--- src/sv/cdq_pkg.sv ---
// Package for the circular deque with search: sizes, operation and status
// codes, the command and result transaction types and the ring index helper.
// No dependencies.
package cdq_pkg;

  // Store geometry.
  localparam int unsigned CAPACITY  = 64;
  localparam int unsigned WORD_BITS = 32;
  localparam int unsigned IDX_W     = (CAPACITY > 1) ? $clog2(CAPACITY) : 1;
  localparam int unsigned CNT_W     = $clog2(CAPACITY + 1);

  // Fixed field widths of the transactions.
  localparam int unsigned MODE_W  = 3;
  localparam int unsigned VALUE_W = 32;
  localparam int unsigned STAT_W  = 2;
  localparam int unsigned POS_W   = 6;
  localparam int unsigned OCC_W   = 7;

  // Operation codes.
  localparam logic [MODE_W-1:0] MODE_PUSH_FRONT = 3'd0;
  localparam logic [MODE_W-1:0] MODE_PUSH_BACK  = 3'd1;
  localparam logic [MODE_W-1:0] MODE_POP_FRONT  = 3'd2;
  localparam logic [MODE_W-1:0] MODE_POP_BACK   = 3'd3;
  localparam logic [MODE_W-1:0] MODE_SEARCH     = 3'd4;

  // Status codes.
  localparam logic [STAT_W-1:0] ST_OK      = 2'd0;
  localparam logic [STAT_W-1:0] ST_EMPTY   = 2'd1;
  localparam logic [STAT_W-1:0] ST_FULL    = 2'd2;
  localparam logic [STAT_W-1:0] ST_MISSING = 2'd3;

  typedef logic [WORD_BITS-1:0] word_t;
  typedef logic [IDX_W-1:0]     idx_t;
  typedef logic [CNT_W-1:0]     cnt_t;

  // Command transaction.
  typedef struct packed {
    logic [MODE_W-1:0]         mode;
    logic signed [VALUE_W-1:0] value;
  } cmd_t;

  // Result transaction.
  typedef struct packed {
    logic [STAT_W-1:0] status;
    logic              found;
    logic [POS_W-1:0]  position;
    logic [OCC_W-1:0]  occupancy;
  } res_t;

  // Ring slot that lies a given offset behind the front entry.
  function automatic idx_t slot_of(input idx_t front, input cnt_t offset);
    logic [CNT_W:0] sum;
    sum = (CNT_W + 1)'(front) + (CNT_W + 1)'(offset);
    if (sum >= (CNT_W + 1)'(CAPACITY)) begin
      sum = sum - (CNT_W + 1)'(CAPACITY);
    end
    return IDX_W'(sum);
  endfunction

endpackage

--- src/sv/cdq_ram.sv ---
// Generic simple dual-port RAM: one write port, one read port with a
// registered read. No dependencies.
module cdq_ram #(
  parameter int unsigned WIDTH = 32,
  parameter int unsigned DEPTH = 64
) (
  input  logic                                  clk_i,
  input  logic                                  we_i,
  input  logic [((DEPTH > 1) ? $clog2(DEPTH) : 1)-1:0] waddr_i,
  input  logic [WIDTH-1:0]                      wdata_i,
  input  logic                                  re_i,
  input  logic [((DEPTH > 1) ? $clog2(DEPTH) : 1)-1:0] raddr_i,
  output logic [WIDTH-1:0]                      rdata_o
);

  logic [WIDTH-1:0] mem_q [DEPTH];
  logic [WIDTH-1:0] rdata_q;

  // Write port.
  always_ff @(posedge clk_i) begin
    if (we_i) begin
      mem_q[waddr_i] <= wdata_i;
    end
  end

  // Registered read port.
  always_ff @(posedge clk_i) begin
    if (re_i) begin
      rdata_q <= mem_q[raddr_i];
    end
  end

  assign rdata_o = rdata_q;

endmodule

--- src/sv/circular_deque_with_search_core.sv ---
// Top level of the circular deque with search: front index, count, sequencer
// and result register around one ring store. Depends on cdq_pkg and cdq_ram.
//
// Usage:
//   A command transaction (cmd_i: mode and value) is taken at a rising edge
//   where start_i is high and busy_o is low. Every command yields exactly one
//   result transaction on res_o, shown for one cycle with valid_o high.
//   Pushes, pops, invalid modes and searches of an empty deque are done in
//   the accepting cycle; their result appears in the next cycle and busy_o
//   stays low, so a new command may follow at once.
//   A search holds busy_o high while it walks the ring store from the front,
//   one entry per cycle through the store's single read port with a
//   registered read. A match at position p is reported when that entry is
//   compared, and a miss when the last stored entry is compared; busy_o falls
//   with the result.
//   There is no back-pressure: the receiver must take each result in the
//   cycle it is shown.
//   Reset (rst_ni low, asynchronous) empties the deque, zeroes the front
//   index and drops any search in flight. Store contents are not cleared;
//   only entries holding stored words are ever read.
module circular_deque_with_search_core (
  input  logic          clk_i,
  input  logic          rst_ni,
  input  logic          start_i,
  output logic          busy_o,
  input  cdq_pkg::cmd_t cmd_i,
  output logic          valid_o,
  output cdq_pkg::res_t res_o
);

  import cdq_pkg::*;

  // Sequencer states.
  localparam logic STATE_IDLE   = 1'b0;
  localparam logic STATE_SEARCH = 1'b1;

  logic  state_q, state_d;
  idx_t  front_q, front_d;
  cnt_t  cnt_q, cnt_d;
  cnt_t  iss_q, iss_d;
  cnt_t  cmp_off_q, cmp_off_d;
  logic  cmp_vld_q, cmp_vld_d;
  word_t key_q, key_d;
  logic  valid_q, valid_d;
  res_t  res_q, res_d;

  logic  accept;
  word_t word_in;
  logic  ram_we;
  idx_t  ram_waddr;
  logic  ram_re;
  idx_t  ram_raddr;
  word_t ram_rdata;

  assign accept  = start_i && (state_q == STATE_IDLE);
  assign word_in = WORD_BITS'(cmd_i.value);

  // Ring store.
  cdq_ram #(
    .WIDTH(WORD_BITS),
    .DEPTH(CAPACITY)
  ) u_ring (
    .clk_i  (clk_i),
    .we_i   (ram_we),
    .waddr_i(ram_waddr),
    .wdata_i(word_in),
    .re_i   (ram_re),
    .raddr_i(ram_raddr),
    .rdata_o(ram_rdata)
  );

  // Command decode, search walk and result formation.
  always_comb begin
    state_d   = state_q;
    front_d   = front_q;
    cnt_d     = cnt_q;
    iss_d     = iss_q;
    cmp_off_d = cmp_off_q;
    cmp_vld_d = 1'b0;
    key_d     = key_q;
    valid_d   = 1'b0;
    res_d     = res_q;
    ram_we    = 1'b0;
    ram_waddr = front_q;
    ram_re    = 1'b0;
    ram_raddr = slot_of(front_q, iss_q);

    case (state_q)
      STATE_IDLE: begin
        if (accept) begin
          valid_d        = 1'b1;
          res_d.status   = ST_OK;
          res_d.found    = 1'b0;
          res_d.position = '0;
          case (cmd_i.mode)
            MODE_PUSH_FRONT: begin
              if (cnt_q >= CNT_W'(CAPACITY)) begin
                res_d.status = ST_FULL;
              end else begin
                front_d   = (front_q == '0) ? IDX_W'(CAPACITY - 1) : front_q - 1'b1;
                ram_we    = 1'b1;
                ram_waddr = front_d;
                cnt_d     = cnt_q + 1'b1;
              end
            end
            MODE_PUSH_BACK: begin
              if (cnt_q >= CNT_W'(CAPACITY)) begin
                res_d.status = ST_FULL;
              end else begin
                ram_we    = 1'b1;
                ram_waddr = slot_of(front_q, cnt_q);
                cnt_d     = cnt_q + 1'b1;
              end
            end
            MODE_POP_FRONT: begin
              if (cnt_q == '0) begin
                res_d.status = ST_EMPTY;
              end else begin
                front_d = slot_of(front_q, CNT_W'(1));
                cnt_d   = cnt_q - 1'b1;
              end
            end
            MODE_POP_BACK: begin
              if (cnt_q == '0) begin
                res_d.status = ST_EMPTY;
              end else begin
                cnt_d = cnt_q - 1'b1;
              end
            end
            MODE_SEARCH: begin
              if (cnt_q == '0) begin
                res_d.status = ST_EMPTY;
              end else begin
                // Result follows from the walk instead.
                valid_d = 1'b0;
                key_d   = word_in;
                iss_d   = '0;
                state_d = STATE_SEARCH;
              end
            end
            default: begin
              res_d.status = ST_OK;
            end
          endcase
          res_d.occupancy = OCC_W'(cnt_d);
        end
      end
      STATE_SEARCH: begin
        // Issue one read per cycle until every stored entry is requested or a match ends the walk.
        if (iss_q < cnt_q) begin
          ram_re    = 1'b1;
          cmp_vld_d = 1'b1;
          cmp_off_d = iss_q;
          iss_d     = iss_q + 1'b1;
        end
        // Compare the entry returned by the store.
        if (cmp_vld_q) begin
          if (ram_rdata == key_q) begin
            valid_d         = 1'b1;
            res_d.status    = ST_OK;
            res_d.found     = 1'b1;
            res_d.position  = POS_W'(cmp_off_q);
            res_d.occupancy = OCC_W'(cnt_q);
            cmp_vld_d       = 1'b0;
            state_d         = STATE_IDLE;
          end else if (cmp_off_q == cnt_q - 1'b1) begin
            valid_d         = 1'b1;
            res_d.status    = ST_MISSING;
            res_d.found     = 1'b0;
            res_d.position  = '0;
            res_d.occupancy = OCC_W'(cnt_q);
            cmp_vld_d       = 1'b0;
            state_d         = STATE_IDLE;
          end
        end
      end
      default: begin
        state_d = STATE_IDLE;
      end
    endcase
  end

  // Control registers.
  always_ff @(posedge clk_i or negedge rst_ni) begin
    if (!rst_ni) begin
      state_q   <= STATE_IDLE;
      front_q   <= '0;
      cnt_q     <= '0;
      iss_q     <= '0;
      cmp_vld_q <= 1'b0;
      valid_q   <= 1'b0;
    end else begin
      state_q   <= state_d;
      front_q   <= front_d;
      cnt_q     <= cnt_d;
      iss_q     <= iss_d;
      cmp_vld_q <= cmp_vld_d;
      valid_q   <= valid_d;
    end
  end

  // Payload registers.
  always_ff @(posedge clk_i) begin
    cmp_off_q <= cmp_off_d;
    key_q     <= key_d;
    res_q     <= res_d;
  end

  assign busy_o  = (state_q != STATE_IDLE);
  assign valid_o = valid_q;
  assign res_o   = res_q;

  // The count never passes the capacity.
  a_cnt_bound: assert property (@(posedge clk_i) disable iff (!rst_ni)
    cnt_q <= CNT_W'(CAPACITY))
    else $error("stored count exceeds capacity");

  // A command other than search gives its result in the next cycle.
  a_fast_result: assert property (@(posedge clk_i) disable iff (!rst_ni)
    (start_i && !busy_o && cmd_i.mode != MODE_SEARCH) |=> valid_o)
    else $error("missing single-cycle result");

  // A search leaves the count and front untouched while it walks.
  a_search_stable: assert property (@(posedge clk_i) disable iff (!rst_ni)
    (state_q == STATE_SEARCH) |=> ($stable(cnt_q) && $stable(front_q)))
    else $error("deque state changed during a search");

  // A match is always reported with status ok.
  a_found_ok: assert property (@(posedge clk_i) disable iff (!rst_ni)
    (valid_o && res_o.found) |-> (res_o.status == ST_OK))
    else $error("found flag with non-ok status");

endmodule
--- config.mk ---
export PLATFORM = sky130hd
export DESIGN_NAME = circular_deque_with_search_core
export DESIGN_NICKNAME = d
export VERILOG_FILES = /design/src/sv/cdq_pkg.sv /design/src/sv/cdq_ram.sv /design/src/sv/circular_deque_with_search_core.sv
export SDC_FILE = /design/constraint.sdc
export NUM_CORES = 2
export LEC_CHECK = 0
export BUFFER_PORTS_ARGS = -buffer_cell sky130_fd_sc_hd__buf_4
export CAP_MARGIN = 20
export CORE_UTILIZATION = 55
export DETAILED_ROUTE_END_ITERATION = 12
export GPL_ROUTABILITY_DRIVEN = 0
export PLACE_DENSITY = 0.77
export SYNTH_ARGS = -nofsm -noshare
export SYNTH_HDL_FRONTEND = slang
export SYNTH_SLANG_ARGS = --single-unit
--- constraint.sdc ---
create_clock -name clk_i -period 7 [get_ports clk_i]
set_input_delay 0.7 -clock clk_i [delete_from_list [all_inputs] [get_ports clk_i]]
set_output_delay 0.7 -clock clk_i [all_outputs]
set_load 0.01 [all_outputs]
### Yosys cells after proc, flatten, opt, wreduce, memory -nomap -nowiden

Memory sizes are Yosys's and may differ from the RTL's. A register that Yosys moved wholly into a read port is not among the register bits.
Cells that the tools add are included.

| storage, ports and cells | value |
|---|---|
| ROM bits | 0 |
| output and inout port bits | 18 |
| input bits | 38 |
| word-level logic and storage cells | 110 |
| memory bits (writable) | 2,048 |
| memories | 1 |
| latch bits | 0 |
| bits in registers | 78 |

Memories:

| memory | words | width | rd ports | clocked after memory_dff | write ports | RTL line | source |
|---|---|---|---|---|---|---|---|
| u_ring.mem_q | 64 | 32 | 1 | 1 | 1 | cdq_ram.sv:16 | `logic [WIDTH-1:0] mem_q [DEPTH];` |

| cells by class | value |
|---|---|
| bitwise logic cells | 2 |
| order comparisons | 5 |
| reduce and logical (&&, ||, !) cells | 14 |
| multiplexer cells | 53 |
| multipliers | 0 |
| divide/modulo/power cells | 0 |
| equality and inequality tests | 13 |
| shift operators | 0 |
| $add $sub $neg | 10 |

Operator list:

| operator | number |
|---|---|
| 2-to-1 mux 16 bit | 4 |
| 2-to-1 mux 6 bit | 9 |
| 2-to-1 mux 7 bit | 6 |
| equality test 32 bit | 1 |
| case mux 16 bit (2 select lines) | 1 |
| case mux 7 bit (2 select lines) | 2 |
| 2-to-1 mux 1 bit | 25 |
| case mux 6 bit (2 select lines) | 2 |
| subtractor 6 x 1 -> 6 bit, second input constant | 4 |
| adder 6 x 7 -> 8 bit | 2 |
| >= comparator 8 x 7 -> 1 bit, second input constant | 2 |
| adder 7 x 1 -> 7 bit, second input constant | 2 |
| >= comparator 7 bit, second input constant | 2 |
| AND reduction 4 bit | 3 |
| adder 6 x 1 -> 7 bit, second input constant | 1 |
| equality test 7 bit | 1 |
| logical NOT 7 bit | 1 |
| < comparator 7 bit | 1 |
| subtractor 7 x 1 -> 7 bit, second input constant | 1 |
| equality test 3 x 2 -> 1 bit, second input constant | 2 |
| logical NOT 6 bit | 1 |
| != test 2 x 1 -> 1 bit, second input constant | 3 |
| != test 2 bit, second input constant | 3 |
| case mux 1 bit (2 select lines) | 2 |
| other kinds (13) | 16 |

### Longest topological paths before layout

| depth | value |
|---|---|
| word-level depth | 7 |
| depth in mapped cells | 12 |
| mapped depth without buffers | 10 |

### Cells and area by module

From an unflattened synthesis, not the netlist that was laid out.

| unflattened totals | value |
|---|---|
| cell total of the unflattened synthesis | 3,768 |
| area total of the unflattened synthesis | 83,501.3 um^2 |

By module, submodules not included:

| module | cells each | times used | area each (um^2) | sequential area each (um^2) |
|---|---|---|---|---|
| cdq_ram | 3,324 | 1 | 78,833.1 | 62,459.9 |
| circular_deque_with_search_core | 444 | 1 | 4,668.2 | 2,227.1 |

### Worst setup path after synthesis

No wires, ideal clock.

| timing | value |
|---|---|
| kind | reg2reg |
| from | register front_q[0] |
| to | memory u_ring.mem_q[44][0], enable pin |
| data required time | 6.539 ns |
| setup slack | 2.161 ns |
| period minus slack after synthesis | 4.839 ns |
| cell stages (with the launch flop) | 12 |
| arrival time | 4.378 ns |
| setup time | 0.461 ns |
| buffers on the path | 1 |
| path through | dfrtp_1 -> ha_1 -> inv_1 -> fa_1 -> inv_1 -> a21o_1 -> a21oi_1 -> xnor2_1 -> a221oi_2 -> nand2_1 -> clkbuf_1 -> nor3_1 |

| between the ends | value |
|---|---|
| cells in the longest elaborated chain, start to end | 7 |
| elaborated cells on any way between the ends | 12 |
| those cells by class | add/sub (3); order compare (1); mux (7); reduce/logical (1) |

Ends and longest elaborated chain:

| item | RTL line | source |
|---|---|---|
| from (decl) | circular_deque_with_search_core.sv:38 | `idx_t front_q, front_d;` |
| from (signal assigned) | circular_deque_with_search_core.sv:194 | `front_q <= front_d;` |
| adder 6 x 7 -> 8 bit | cdq_pkg.sv:53 | `sum = (CNT_W + 1)'(front) + (CNT_W + 1)'(offset);` |
| >= comparator 8 x 7 -> 1 bit or subtractor 6 x 1 -> 6 bit (tied branches) | cdq_pkg.sv:54, cdq_pkg.sv:55 |  |
| 2-to-1 mux 6 bit | cdq_pkg.sv:54 | `if (sum >= (CNT_W + 1)'(CAPACITY)) begin` |
| 2-to-1 mux 6 bit | circular_deque_with_search_core.sv:107 | `if (cnt_q >= CNT_W'(CAPACITY)) begin` |
| case mux 6 bit (2 select lines) | circular_deque_with_search_core.sv:95 | `case (cmd_i.mode)` |
| 2-to-1 mux 6 bit | circular_deque_with_search_core.sv:90 | `if (accept) begin` |
| 2-to-1 mux 6 bit * | circular_deque_with_search_core.sv:88 | `case (state_q)` |
| to (decl) | cdq_ram.sv:16 |  |

Every way passes the cells marked *; elsewhere a longest branch is shown, timed or not.

### Worst setup path after layout

| timing | value |
|---|---|
| from | register front_q[0] |
| to | register u_ring.rdata_q[7], in the netlist u_ring.rdata_o[7], read port of u_ring.mem_q, data pin |

| between the ends | value |
|---|---|
| cells in the longest elaborated chain, start to end | 3 |
| elaborated cells on any way between the ends | 4 |
| those cells by class | add/sub (2); order compare (1); mux (1) |

Ends and longest elaborated chain:

| item | RTL line | source |
|---|---|---|
| adder 6 x 7 -> 8 bit * | cdq_pkg.sv:53 |  |
| >= comparator 8 x 7 -> 1 bit or subtractor 6 x 1 -> 6 bit (tied branches) | cdq_pkg.sv:54, cdq_pkg.sv:55 |  |
| 2-to-1 mux 6 bit * | cdq_pkg.sv:54 |  |
| to (decl) | cdq_ram.sv:17 | `logic [WIDTH-1:0] rdata_q;` |

Marked as above.
A chain may end at the register's enable or synchronous reset.

==> impl_metrics.prom <==
# TYPE chip_impl_metric gauge
chip_impl_metric{name="syn_area",unit="µm²"} 83470
chip_impl_metric{name="final_hold_viol_count",unit=""} 0
chip_impl_metric{name="grt_first_pass_wirelength",unit="µm"} 297300
chip_impl_info{name="synth.area.top_cells",value="sky130_fd_sc_hd__edfxtp_1 (77%), sky130_fd_sc_hd__mux4_2 (16%), sky130_fd_sc_hd__nand2_1 (0.79%)"} 1
chip_impl_info{name="cp-start-kind",value="flop"} 1
chip_impl_info{name="synth_top_flop_cell",value="sky130_fd_sc_hd__edfxtp_1"} 1
chip_impl_metric{name="highest_attainable_clock_frequency",unit="GHz"} 0.2114
chip_impl_metric{name="cts_max_path_buffers",unit=""} 3
chip_impl_metric{name="total_leakage_power",unit="nW"} 29.01
chip_impl_info{name="result_of_the_run",value="completed"} 1
chip_impl_metric{name="placement_rows",unit=""} 142
chip_impl_info{name="synth_area_leader_cell",value="sky130_fd_sc_hd__edfxtp_1"} 1
chip_impl_metric{name="grt_pass1_vias",unit=""} 41010
chip_impl_info{name="endpoint_kind",value="flop"} 1
chip_impl_metric{name="clock_latency",unit="ps"} 850
chip_impl_metric{name="cp_slowest_stage_delay",unit="ps"} 1330
chip_impl_metric{name="power-per-cell-area",unit="nW/µm²"} 488.4
chip_impl_metric{name="die_area",unit="µm²"} 153300
chip_impl_metric{name="drt_pre_antenna_iters",unit=""} 8
chip_impl_metric{name="die_h",unit="µm"} 391.6
chip_impl_metric{name="route.antenna.remaining_nets",unit=""} 0
chip_impl_metric{name="dr_total_vias",unit=""} 41384
chip_impl_metric{name="layout-drive-gt1-share",unit="%"} 27.49
chip_impl_metric{name="netlist-cell-type-count",unit=""} 62
chip_impl_metric{name="clk_pin_slew_worst_paths",unit="ps"} 60
chip_impl_metric{name="max_slew_margin",unit="%"} 25.34
chip_impl_metric{name="fin_tns_setup",unit="ps"} 0
chip_impl_metric{name="yosys_warnings",unit=""} 0
chip_impl_metric{name="grt_max_degree",unit=""} 129
chip_impl_metric{name="nNetsFinal",unit=""} 3948
chip_impl_metric{name="synth-edff-count",unit=""} 2135
chip_impl_info{name="cts_tree",value="yes"} 1
chip_impl_metric{name="routed_wire_length_per_instance",unit="µm"} 34.45
chip_impl_info{name="mostFrequentLayoutCell",value="sky130_fd_sc_hd__edfxtp_1"} 1
chip_impl_metric{name="syn_nets",unit=""} 3794
chip_impl_metric{name="layout.filler_cells",unit=""} 9691
chip_impl_metric{name="mean_number_of_vias_per_cell",unit=""} 6.826
chip_impl_info{name="timing.setup.critical_path_class",value="flop to flop"} 1
chip_impl_metric{name="remaining_drc_errors",unit=""} 0
chip_impl_info{name="rsz0062_at_grt",value="no"} 1
chip_impl_metric{name="seq_power_share",unit="%"} 32.6
chip_impl_metric{name="final.setup.worst_slack",unit="ps"} 2269
chip_impl_metric{name="crit_arrival",unit="ps"} 5290
chip_impl_metric{name="critical_path_peak_fanout",unit=""} 100
chip_impl_metric{name="ys_seq_elements",unit=""} 2158
chip_impl_metric{name="placed_cell_area",unit="µm²"} 86780
chip_impl_metric{name="io-pin-count",unit=""} 56
chip_impl_metric{name="htreeDepth",unit=""} 4
chip_impl_metric{name="synth_sequential_area_ratio",unit="%"} 77.50
chip_impl_metric{name="layout.core_utilization",unit="%"} 62.01
chip_impl_metric{name="groute.usage.overall",unit="%"} 27.69
chip_impl_metric{name="switchingPower",unit="mW"} 16.17
chip_impl_metric{name="synth_async_sr_flop_share",unit="%"} 1.066
chip_impl_metric{name="setup_viol",unit=""} 0
chip_impl_metric{name="grt_antenna_before_repair",unit=""} 9
chip_impl_metric{name="cts_setup_buffers",unit=""} 0
chip_impl_metric{name="post-route-min-period",unit="ps"} 4731
chip_impl_info{name="layout_common_cells",value="sky130_fd_sc_hd__edfxtp_1 (2135), sky130_fd_sc_hd__mux4_2 (576), sky130_fd_sc_hd__clkbuf_16 (203)"} 1
chip_impl_metric{name="worst_slew_pin_slew",unit="ps"} 1120
chip_impl_metric{name="ir_worst_vdd",unit="mV"} 0.8742
chip_impl_metric{name="drtIter0Drc",unit=""} 6174
chip_impl_metric{name="finalClockSkew",unit="ps"} 50.46
chip_impl_metric{name="detailedPlace.worstSlack",unit="ps"} 2352
chip_impl_metric{name="die_width",unit="µm"} 391.6
chip_impl_metric{name="power.share.switching",unit="%"} 35.53
chip_impl_metric{name="fin_crit_share",unit="%"} 67.58
chip_impl_metric{name="p_comb_share",unit="%"} 43.8
chip_impl_metric{name="synthCells",unit=""} 3732
chip_impl_metric{name="placeableCoreArea",unit="µm²"} 150300
chip_impl_metric{name="cts_made_buffers",unit=""} 200
chip_impl_metric{name="post-dp-hpwl",unit="µm"} 103300
chip_impl_info{name="critical_path.most_common_cell",value="sky130_fd_sc_hd__mux4_2"} 1
chip_impl_metric{name="worst_ep_required_time",unit="ps"} 7560
chip_impl_metric{name="timing_max_transition_violations_final",unit=""} 0
chip_impl_metric{name="layout_overhead_on_the_synthesized_area",unit="%"} 11.66
chip_impl_metric{name="fin_area",unit="µm²"} 93210
chip_impl_metric{name="max-cap-violations",unit=""} 0
chip_impl_metric{name="floorplan.initialDensity",unit="%"} 55.53
chip_impl_info{name="hold_path_class",value="input port to flop"} 1
chip_impl_metric{name="cts.sink_count",unit=""} 2158
chip_impl_info{name="clock_root_buffer",value="sky130_fd_sc_hd__clkbuf_16"} 1
chip_impl_info{name="crit_path_cell_trace",value="ha_4 -> fa_4 -> buf_12 -> mux4_2 -> mux4_2 -> o22ai_1 -> nor3_1"} 1
chip_impl_metric{name="mean_syn_cell_area",unit="µm²"} 22.37
chip_impl_metric{name="synthDominantCellAreaShare",unit="%"} 76.81
chip_impl_metric{name="clock_power_share",unit="%"} 23.6
chip_impl_info{name="cp_slowest_cell",value="sky130_fd_sc_hd__fa_4"} 1
chip_impl_metric{name="intPower",unit="mW"} 29.35
chip_impl_metric{name="global_route.overflow_total",unit=""} 0
chip_impl_metric{name="wl",unit="µm"} 208900
chip_impl_metric{name="place.port_buffers",unit=""} 55
[critical path: cells and delay by family, from the launching register on]
kind / cells / cell delay, ps
adder cells (fa/ha/maj): 2 / 1560
multiplexers: 2 / 1020
AO/OA/AOI/OAI: 1 / 550
AND/OR/NAND/NOR: 1 / 130
flip-flops: 1 / 510
buffers and inverters: 1 / 490
[final timing paths]
check                            from                end  slack, ps  depth (start not counted)
setup / recovery           front_q[0]  u_ring.rdata_o[7]       2270                          7
hold / removal                start_i           cnt_q[0]        190                          3
setup reg to reg           front_q[0]  u_ring.rdata_o[7]       2270                          7
hold reg to reg              iss_q[6]       cmp_off_q[6]        500                          0
max in group asynchronous      rst_ni           cnt_q[2]       6410                          2
min in group asynchronous      rst_ni           iss_q[1]        330                          2
[cells in the mapped netlist, drive strengths merged, types with 2 or more instances]
master and instances:
a22o 2, or3 2, a21oi 27, o22a 2, dfrtp 23, nor3 107, o221ai 3, and3 6
o211ai 4, fa 2, buf 113, and2 11, nand2 176, a22oi 2, nor3b 2, o41ai 3
a32oi 33, nor2b 8, nand3 26, nor4 4, a32o 32, xnor2 46, clkbuf 92, a211oi 3
o22ai 34, xor2 7, nand2b 8, nor2 63, ha 22, nand4 10, a21o 8, mux4 576
edfxtp 2135, a2111oi 3, inv 19, o21ai 63, mux2i 43, a221oi 2
[repair_timing]
| action | in CTS | in global routing |
|---|---|---|
| hold buffers | 1 | 0 |
| resized for setup | 0 | 0 |
| setup endpoints to repair | 0 | 0 |
| hold endpoints to repair | 23 | 0 |
[sequential cells by signal (all words and copies together) (netlist names)]
name and flops:
key_q 32, u_ring.rdata_o 32, busy_o 1, iss_q 7
cnt_q 7, cmp_off_q 7, res_o 16, cmp_vld_q 1
front_q 6, u_ring.mem_q 2048, valid_o 1
[cell type report]
cell class / instances / area [µm²] / share of cell area (%)
repair buffers: 157 / 1368 / 1.467
inverters: 19 / 71.32 / 0.07652
clock buffers: 234 / 5196 / 5.575
diodes: 6 / 15.01 / 0.01611
clock inverters: 123 / 1179 / 1.265
flip-flops and latches: 2158 / 64690 / 69.40
multi-input cells: 1350 / 18170 / 19.49
well taps: 2016 / 2522 / 2.706
[logic make-up (layout without fill, tap and decap cells)]
group           after synthesis  in the layout  synth area share (%)
compound gates              228            228                 1.946
xor+xnor                     53             53                0.5876
fa+ha+maj                    24             24                0.3777
buf+inv                     224            533                 1.234
flops                      2158           2158                 77.50
mux                         619            619                 16.06
other cells                   0              6                     0
simple gates                426            426                 2.302
[power by group through the flow]
| stage | Combinational (mW) | Sequential (mW) | Clock [mW] |
|---|---|---|---|
| after global routing | 20.8 | 14.9 | 11.3 |
| final | 19.9 | 14.9 | 10.7 |
| after CTS | 19.9 | 14.8 | 10.8 |
| after detailed placement | 19.6 | 15.1 | 0 |
| after floorplan | 13.5 | 15.0 | 0 |
| after global placement | 19.4 | 15.1 | 0 |
[metrics by stage]
stage | power (mW) | hold WS, ps | instances
2_1_floorplan | 28.43 | 404.4 | 3732
3_3_place_gp | 34.52 | 481.1 | 5697
3_5_place_dp | 34.69 | 485.7 | 5697
4_1_cts | 45.52 | 140.5 | 6055
5_1_grt | 46.88 | 184.0 | 6058
6_report | 45.52 | 191.8 | 6063
[routing by layer]
metal	track usage [%]	vias up	wire, µm
li1	-	16057	-
met3	5.732	500	22870
met5	0	-	22
met2	44.19	3061	101000
met1	37.44	21762	75170
met4	11.98	4	9755
(Power assumes the default switching activity.)
